### src/hw/rtl/lphs_pkg.sv
// ----------------------------------------------------------------------------
// lphs_pkg
// Types and constants shared by the linear probe hash set modules.
// ----------------------------------------------------------------------------
`default_nettype none

package lphs_pkg;

  // Operation codes of an input item. Code three acts as a membership test.
  localparam logic [1:0] OP_ADD    = 2'd0;
  localparam logic [1:0] OP_REMOVE = 2'd1;
  localparam logic [1:0] OP_TEST   = 2'd2;
  localparam logic [1:0] OP_SPARE  = 2'd3;

  // Result status codes.
  localparam logic [2:0] ST_OK      = 3'd0;
  localparam logic [2:0] ST_DUP     = 3'd1;
  localparam logic [2:0] ST_MISSING = 3'd2;
  localparam logic [2:0] ST_FULL    = 3'd3;
  localparam logic [2:0] ST_ZERO    = 3'd4;

  // Modulus register limits and reset value.
  localparam logic [10:0] MIN_SLOTS   = 11'd3;
  localparam logic [10:0] SLOTS_RESET = 11'd769;

  // Remainder bits resolved by the modulo unit in one cycle.
  localparam int unsigned MOD_BITS_PER_STEP = 4;

  typedef struct packed {
    logic [1:0]  operation;
    logic [63:0] key;
  } in_item_t;

  typedef struct packed {
    logic        present;
    logic [2:0]  status;
    logic [10:0] occupancy;
  } out_item_t;

  typedef enum logic [3:0] {
    S_CLEAR,
    S_IDLE,
    S_MOD,
    S_PROBE_RD,
    S_PROBE_CHK,
    S_SCAN_RD,
    S_SCAN_CHK,
    S_RMOD,
    S_PLACE_RD,
    S_PLACE_CHK,
    S_FIN
  } state_t;

endpackage

`default_nettype wire

### src/hw/rtl/lphs_mod.sv
// ----------------------------------------------------------------------------
// lphs_mod
// Iterative 64-bit by 11-bit remainder unit, a few bits per cycle.
// ----------------------------------------------------------------------------
`default_nettype none

module lphs_mod (
  input  wire logic        clk,
  input  wire logic        rst,
  input  wire logic        start,
  input  wire logic [63:0] dividend,
  input  wire logic [10:0] divisor,
  output logic             done,
  output logic [10:0]      remainder
);
  import lphs_pkg::*;

  localparam int unsigned STEPS = 64 / MOD_BITS_PER_STEP;
  localparam int unsigned CNT_W = $clog2(STEPS + 1);

  logic [63:0]      dvd;
  logic [11:0]      rem;
  logic [10:0]      dsr;
  logic [CNT_W-1:0] cnt;
  logic             busy;
  logic [11:0]      rem_next;

  // Restoring remainder steps, most significant dividend bits first.
  always_comb begin
    rem_next = rem;
    for (int i = 0; i < MOD_BITS_PER_STEP; i++) begin
      rem_next = {rem_next[10:0], dvd[63 - i]};
      if (rem_next >= {1'b0, dsr}) begin
        rem_next = rem_next - {1'b0, dsr};
      end
    end
  end

  // Control and datapath registers.
  always_ff @(posedge clk) begin
    if (rst) begin
      busy <= 1'b0;
      done <= 1'b0;
      cnt  <= '0;
    end else if (start) begin
      busy <= 1'b1;
      done <= 1'b0;
      cnt  <= '0;
      dvd  <= dividend;
      dsr  <= divisor;
      rem  <= '0;
    end else if (busy) begin
      rem  <= rem_next;
      dvd  <= dvd << MOD_BITS_PER_STEP;
      cnt  <= cnt + 1'b1;
      if (cnt == CNT_W'(STEPS - 1)) begin
        busy <= 1'b0;
        done <= 1'b1;
      end
    end else begin
      done <= 1'b0;
    end
  end

  assign remainder = rem[10:0];

endmodule

`default_nettype wire

### config.mk
export PLATFORM = sky130hd
export DESIGN_NAME = lphs_mod
export DESIGN_NICKNAME = d
export VERILOG_FILES = /design/src/hw/rtl/lphs_pkg.sv /design/src/hw/rtl/lphs_mod.sv
export SDC_FILE = /design/constraint.sdc
export NUM_CORES = 1
export LEC_CHECK = 0
export ABC_CLOCK_PERIOD_IN_PS = 7600
export BUFFER_PORTS_ARGS = -buffer_cell sky130_fd_sc_hd__buf_2
export CAP_MARGIN = 20
export CORE_MARGIN = 2
export CORE_UTILIZATION = 45
export CTS_BUF_LIST = sky130_fd_sc_hd__clkbuf_4 sky130_fd_sc_hd__clkbuf_8
export CTS_CLUSTER_SIZE = 25
export DETAILED_ROUTE_END_ITERATION = 10
export GPL_ROUTABILITY_DRIVEN = 0
export PLACE_DENSITY_LB_ADDON = 0.25
export SYNTH_ARGS = -nofsm -noshare
export SYNTH_HDL_FRONTEND = slang
export SYNTH_SLANG_ARGS = --single-unit
### constraint.sdc
create_clock -name clk -period 7.6 [get_ports clk]
set_input_delay 0.76 -clock clk [delete_from_list [all_inputs] [get_ports clk]]
set_output_delay 0.76 -clock clk [all_outputs]
set_load 0.02 [all_outputs]
==> results of run 1 <==
worst max path at each step:
stage                     startpoint      end  slack (ps)  cells after the start
after CTS                     dsr[0]  rem[10]          10                     33
after global routing         dvd[63]  rem[10]        -280                     34
after floorplan               dsr[0]   rem[4]          10                     35
after global placement        dsr[0]   rem[9]          10                     33
final                         dsr[0]  rem[10]         -10                     35
after detailed placement      dsr[0]   rem[2]        -220                     33
worst reg2reg max path, delay by kind of cell, from the launching register on:
kind | cells | cell delay, ps
AOI/OAI and AO/OA | 16 | 3410
and+or+nand+nor | 5 | 580
xor gates and xnor gates | 1 | 160
muxes | 1 | 310
adders and majority gates | 5 | 1420
buffers and inverters | 7 | 1060
DFF | 1 | 400
cell families (layout without fill, tap and decap cells):
logic type	count (synthesis)	after routing	share of synthesized area, %
XOR/XNOR	29	29	4.01
AND/OR/NAND/NOR	108	108	9.00
AO/OA/AOI/OAI	133	133	15.8
multiplexers	77	77	13.5
flip-flops	93	93	43.0
adder cells (fa/ha/maj)	50	50	10.3
buffers and inverters	57	239	4.38
state kept, by name, summed over array words and instances (netlist names):
name and count:
cnt 5, done 1, busy 1, rem 11, dsr 11, dvd 64
layout by cell type (no fill, tap or decap), types with 6 or more instances in the layout:
cell type,count
clkbuf_8,9
a21o_1,8
ha_4,11
inv_1,38
xnor2_1,14
nor2_1,25
mux2_2,63
edfxtp_1,86
mux2i_1,6
nor3_1,6
nand2_1,14
o211ai_1,8
o21a_1,11
xor2_1,15
buf_4,89
nand2b_1,6
buf_2,89
o21ai_0,17
a21oi_1,19
ha_1,34
dfxtp_1,7
a311oi_1,6
nand3_1,15
through the flow:
step	utilization [%]	area [um2]	setup slack [ps]	setup TNS [ps]	hold WS, ps
CTS	57.3	7930	12.3	0	503
global route	59.4	8220	-279	-2220	541
global placement	54.9	7590	10.3	0	479
floorplan	-	6430	11.6	0	471
finish	59.4	8220	-9.99	-9.99	497
detailed placement	54.9	7590	-216	-1630	489
metal layers:
metal	vias to the layer above	part of all wire, %
met1	2478	43
met3	65	6.8
met5	-	0
met4	0	4.9
met2	191	46
li1	2440	-
area by class of cell:
cell class                 count  area share, %
clock buffer                   9           1.51
clock inverter                 7          0.807
inverter                      42           1.92
multi-input combinational    397           45.8
sequential                    93           33.1
tap                          180           2.74
timing repair buffer         181           14.1
repair_timing:
action | CTS | global route
buffers inserted | 3 | 11
setup endpoints to repair | 11 | 11
resized for setup | 26 | 36
endpoints found under the hold margin | 0 | 0
pin swaps | 15 | 31
==> metrics.cfg, run 1 <==
[timing]
finalCriticalPeriod_ps=7610
finalMaxSlewViolations=0
rsz0062_at_grt=true
worst_slew_pin_slew_ps=945
fin_ws_ps=-9.99
fmax_ghz=0.131
setup_viol=1
fin_crit_sh_pct=100
finalHoldViolCount=0
clock_skew_ps=19.9
relSlewSlack_pct=37.0

[setup_path]
crit_path_start_kind=register
cp_common_cell=buf_4
rr_worst_depth=35
crit_fanout=7
r2r_start=dsr[0]
crit_arrival_ps=7730
cpLargestDelayFamily=compound AO/OA/AOI/OAI gates
slowest_stage=edfxtp_1
critPathRequiredTime_ps=7720
reg2reg_to=rem[10]
worstSetupPathType=register to register
cp-end-kind=register
path_buf_inv=7
critPathMaxStageDelay_ps=400
ff2ff_setup_slack_ps=-10

[routing]
dr.pass1.iters=5
ant_nets=0
post_drt_wl_per_cell_um=18.7
drc_errors=0
detail_route.wirelength_um=17000
first_iter_violations=364
vias_per_cell=5.69
num_vias=5174

[synth]
yosysUniqueCellTypes=72
synth.most_common_cell=edfxtp_1
synthFlopType=edfxtp_1
synth_nets=675
synth.area.top_cells=edfxtp_1, mux2_2, ha_1
async_flop_share_pct=0
synth.largest_area_cell=edfxtp_1
seq_area_frac_synth_pct=43.0
netlist.area_leader.share_pct=40.8
avgSynthCellArea_um2=11.6
synth_cells=547
synth-seq-cells=93
yosysWarnings=0
synth_area_mm2=0.00634
synth_edf_count=86
synthTopCellsByCount=edfxtp_1, mux2_2, ha_1, inv_1, nor2_1

[flow_run]
maxCapViolations=0

[global_routing]
grt_start_max_net_pins=79
grt_pass1_vias=5206
grt.total_usage_pct=22.8
grtUsageMet1_pct=29.4
grt-busiest-layer=met2
grt_pass1_wl_um=26000
use_met2_pct=35.4
grt_antenna_before_repair=0
grt_use_met3_pct=5.81
grt_overflow_total=0

[finish]
nets=852
final_cells=909
num_antenna_cells=0
synthToLayoutAreaGrowth_pct=29.7
drive_gt1_share_pct=46.9
fillCellCount=1114
multiInputGateArea_mm2=0.00376
seq_area_mm2=0.00272

[floorplan]
rows=43
io_pins=90
chipWidth_um=123
dieHeight_um=123
initial_core_util_pct=45.8
die_area_mm2=0.0150
core_area_mm2=0.0138

[cts]
cts_tree=done
htreeDepth=3
clock-sinks=93
clk_latency_ps=370
max-clock-path-buffers=2
root_buffer=clkbuf_8
numCtsBuffers=9
hold_buffers=0
clkTransAtPathRegs_ps=100

[hold_path]
hold_path_startpoint=cnt[4]
hold_end=cnt[4]
holdCritPathClass=register to register
min_path_cells=2

[place]
dp_hpwl_um=12800
io_buffers=89
dp_cells=879

[outcome]
violations=setup timing
status=complete, but fails checks

Power of run 1 is left out: the tool's default activity adds up to more than one toggle a clock period on the data nets, which glitch-free logic cannot reach.
==> inputs of run 2 (changes only) <==
- BUFFER_PORTS_ARGS: -buffer_cell sky130_fd_sc_hd__buf_2 -> -buffer_cell sky130_fd_sc_hd__clkbuf_2
==> metrics.cfg, run 2 (synthesized netlist as in run 1, its figures left out) <==
[global_routing]
grt.total_usage_pct=22.6
grt_start_max_net_pins=79
grt_pass1_wl_um=25900
grt_overflow_total=0
grt_pass1_vias=5191
grt_antenna_before_repair=0

[floorplan]
chipWidth_um=123
rows=43
io_pins=90
core_area_mm2=0.0138
dieHeight_um=123
initial_core_util_pct=45.8
die_area_mm2=0.0150

[timing]
finalCriticalPeriod_ps=7510
fin_ws_ps=91.9
finalHoldViolCount=0
fin_crit_sh_pct=98.8
setup_viol=0
clock_skew_ps=10.9
fmax_ghz=0.133
rsz0062_at_grt=true
worst_slew_pin_slew_ps=935
relSlewSlack_pct=37.7
finalMaxSlewViolations=0

[finish]
nets=854
synthToLayoutAreaGrowth_pct=29.9
layout_common_cells=buf_4, clkbuf_2, edfxtp_1
num_antenna_cells=0
reg.largest.list=dvd: 64 flops, dsr: 11 flops, rem: 11 flops
drive_gt1_share_pct=47.0
multiInputGateArea_mm2=0.00379
seq_area_mm2=0.00272
final_cells=910
largest_register=dvd
fillCellCount=1103
largest_register_ffs=64
final_common_cell=buf_4

[setup_path]
cp-end-kind=register
critPathRequiredTime_ps=7810
slowest_stage=ha_1
crit_path_start_kind=register
crit_fanout=7
crit_arrival_ps=7720
worstSetupPathType=register to register
critPathMaxStageDelay_ps=400
cp_common_cell=ha_1
ff2ff_setup_slack_ps=90

[routing]
detail_route.wirelength_um=16800
drc_errors=0
vias_per_cell=5.67
num_vias=5162
post_drt_wl_per_cell_um=18.5
dr.pass1.iters=5
ant_nets=0
first_iter_violations=357

[cts]
cts_tree=done
root_buffer=clkbuf_8
clkTransAtPathRegs_ps=100
clk_latency_ps=360
numCtsBuffers=9
max-clock-path-buffers=2
htreeDepth=3
clock-sinks=93
hold_buffers=0

[place]
io_buffers=89
dp_cells=880
dp_hpwl_um=12700
place_ws_ps=-290

[outcome]
status=completed

[flow_run]
maxCapViolations=0

[hold_path]
holdCritPathClass=register to register

run 2: per-layer routing:
layer,vias up,global-route usage [%],routed length [um]
li1,2440,-,-
met1,2495,29.4,7220
met2,187,36.7,7950
met3,40,4.65,1050
met4,0,9.20,580
met5,-,0,0
run 2: cell type report:
type                            instances  share of cell area, %
Clock inverter                          6                  0.653
Clock buffer                            9                   1.50
Sequential cell                        93                   33.1
Tap cell                              180                   2.74
Multi-Input combinational cell        397                   46.0
Timing Repair Buffer                  183                   14.1
Inverter                               42                   1.91
run 2: critical path: cells and delay by family (launching register included):
family                   cells  cell delay (ps)
AO/OA/AOI/OAI               13             2580
adder cells (fa/ha/maj)      5             1630
AND/OR/NAND/NOR              7             1170
multiplexers                 3              950
buffers and inverters        6              690
flip-flops                   1              370
run 2: worst paths after layout:
check                              from     end  cells after the start
worst max-delay path            dvd[63]  rem[3]                     34
worst min-delay path             cnt[4]  cnt[4]                      2
worst max register to register  dvd[63]  rem[3]                     34
worst min register to register   cnt[4]  cnt[4]                      2
run 2: what timing repair did:
item	in CTS	in global routing
buffers inserted	3	11
resized for setup	17	47
pin swaps	7	34
setup endpoints to repair	11	11
run 2: through the flow:
stage	setup TNS [ps]	hold WS, ps	util [%]	cell area (um2)
finish	0	492	59.5	8230
global route	-1800	537	59.5	8230
CTS	-9.55	495	56.8	7860
detailed placement	-2130	482	54.8	7580
global placement	-0.949	480	54.8	7580
floorplan	0	471	-	6430
Power of run 2 is left out for the same reason.
==> inputs of run 3 (changes only) <==
- CORE_UTILIZATION: 45 -> 40
- SKIP_CTS_REPAIR_TIMING: not set -> 1
==> metrics.cfg, run 3 (synthesized netlist as in run 1, its figures left out) <==
[timing]
worst_slew_pin_slew_ps=941
fin_ws_ps=188
fmax_ghz=0.135
setup_viol=0
clock_skew_ps=9.22
relSlewSlack_pct=37.3
finalHoldViolCount=0
finalCriticalPeriod_ps=7410
finalMaxSlewViolations=0
whs_ps=504
fin_tns_setup_ps=0
fin_crit_sh_pct=97.5

[floorplan]
chipWidth_um=130
io_pins=90
dieHeight_um=130
rows=46
core_area_mm2=0.0157
die_area_mm2=0.0169
initial_core_util_pct=40.5

[cts]
root_buffer=clkbuf_8
cts_tree=done
clkTransAtPathRegs_ps=90
numCtsBuffers=9
clk_latency_ps=360
clock-sinks=93
htreeDepth=3
max-clock-path-buffers=2

[place]
dpl-instance-area_mm2=0.00770
place_ws_ps=-317
io_buffers=89
dp_hpwl_um=13500

[routing]
dr.pass1.iters=4
vias_per_cell=5.33
num_vias=5050
post_drt_wl_per_cell_um=18.3
first_iter_violations=301
ant_nets=0
drc_errors=0
detail_route.wirelength_um=17400

[finish]
final_common_cell=buf_4
num_antenna_cells=0
layout_common_cells=buf_4, clkbuf_2, edfxtp_1
largest_register_ffs=64
nets=854
drive_gt1_share_pct=46.6
reg.largest.list=dvd: 64 flops, dsr: 11 flops, rem: 11 flops
synthToLayoutAreaGrowth_pct=30.5
largest_register=dvd
postLayoutCellArea_mm2=0.00827

[outcome]
status=completed

[setup_path]
crit_fanout=6
cp_common_cell=ha_4
crit_start=dsr[0]
worstSetupPathType=register to register
crit_path_start_kind=register
r2r_start=dsr[0]
critPathMaxStageDelay_ps=450
critPathRequiredTime_ps=7720
crit_arrival_ps=7530
cp-end-kind=register
slowest_stage=edfxtp_1

[global_routing]
grt-busiest-layer=met2
grt_start_max_net_pins=79
grt_pass1_vias=5236
grt.total_usage_pct=20.6
grt_use_met3_pct=4.02
grt_pass1_wl_um=26600
grt_overflow_total=0
use_met2_pct=34.2
grtUsageMet1_pct=27.0
grt_antenna_before_repair=0

[hold_path]
holdCritPathClass=register to register
hold_path_startpoint=cnt[4]

[flow_run]
maxCapViolations=0

[run 3: cell types whose count changed in the layout (fill, tap and decap cells not counted), sizes merged]
cell / change
clkinvlp: +1
clkbuf: +1
inv: -2
clkinv: +1
[run 3: layout make-up]
| cell class | instances | area [um2] |
|---|---|---|
| clock buffers | 10 | 131 |
| clock inverters | 6 | 47.5 |
| fillers | 1420 | 7390 |
| inverters | 42 | 158 |
| multi-input cells | 397 | 3770 |
| flip-flops and latches | 93 | 2720 |
| well taps | 216 | 270 |
| repair buffers | 183 | 1160 |
[run 3: worst max-delay path: cells and delay by family, from the launching register on]
kind	cells	cell delay, ps
adders and majority gates	5	1290
buffers and inverters	5	580
AOI/OAI and AO/OA	14	3180
and+or+nand+nor	7	890
DFF	1	450
muxes	3	770
[run 3: through the flow]
| stage | instances | utilization [%] |
|---|---|---|
| after floorplan | 547 | - |
| after detailed placement | 926 | 49.2 |
| after global placement | 926 | 49.2 |
| after CTS | 942 | 50.4 |
| final | 947 | 52.8 |
| after global routing | 947 | 52.8 |
[run 3: path summary, 6_finish.rpt]
check,to,slack (ps),cells past startpoint
worst min-delay path,cnt[4],500,2
worst max register to register,rem[7],190,34
worst min register to register,cnt[4],500,2
worst max-delay path,rem[7],190,34
[run 3: layer usage]
metal	share of wire (%)	vias up
met5	0	-
met4	2.6	0
met3	6.0	24
met2	49	161
met1	43	2433
li1	-	2432
Power of run 3 is left out for the same reason.
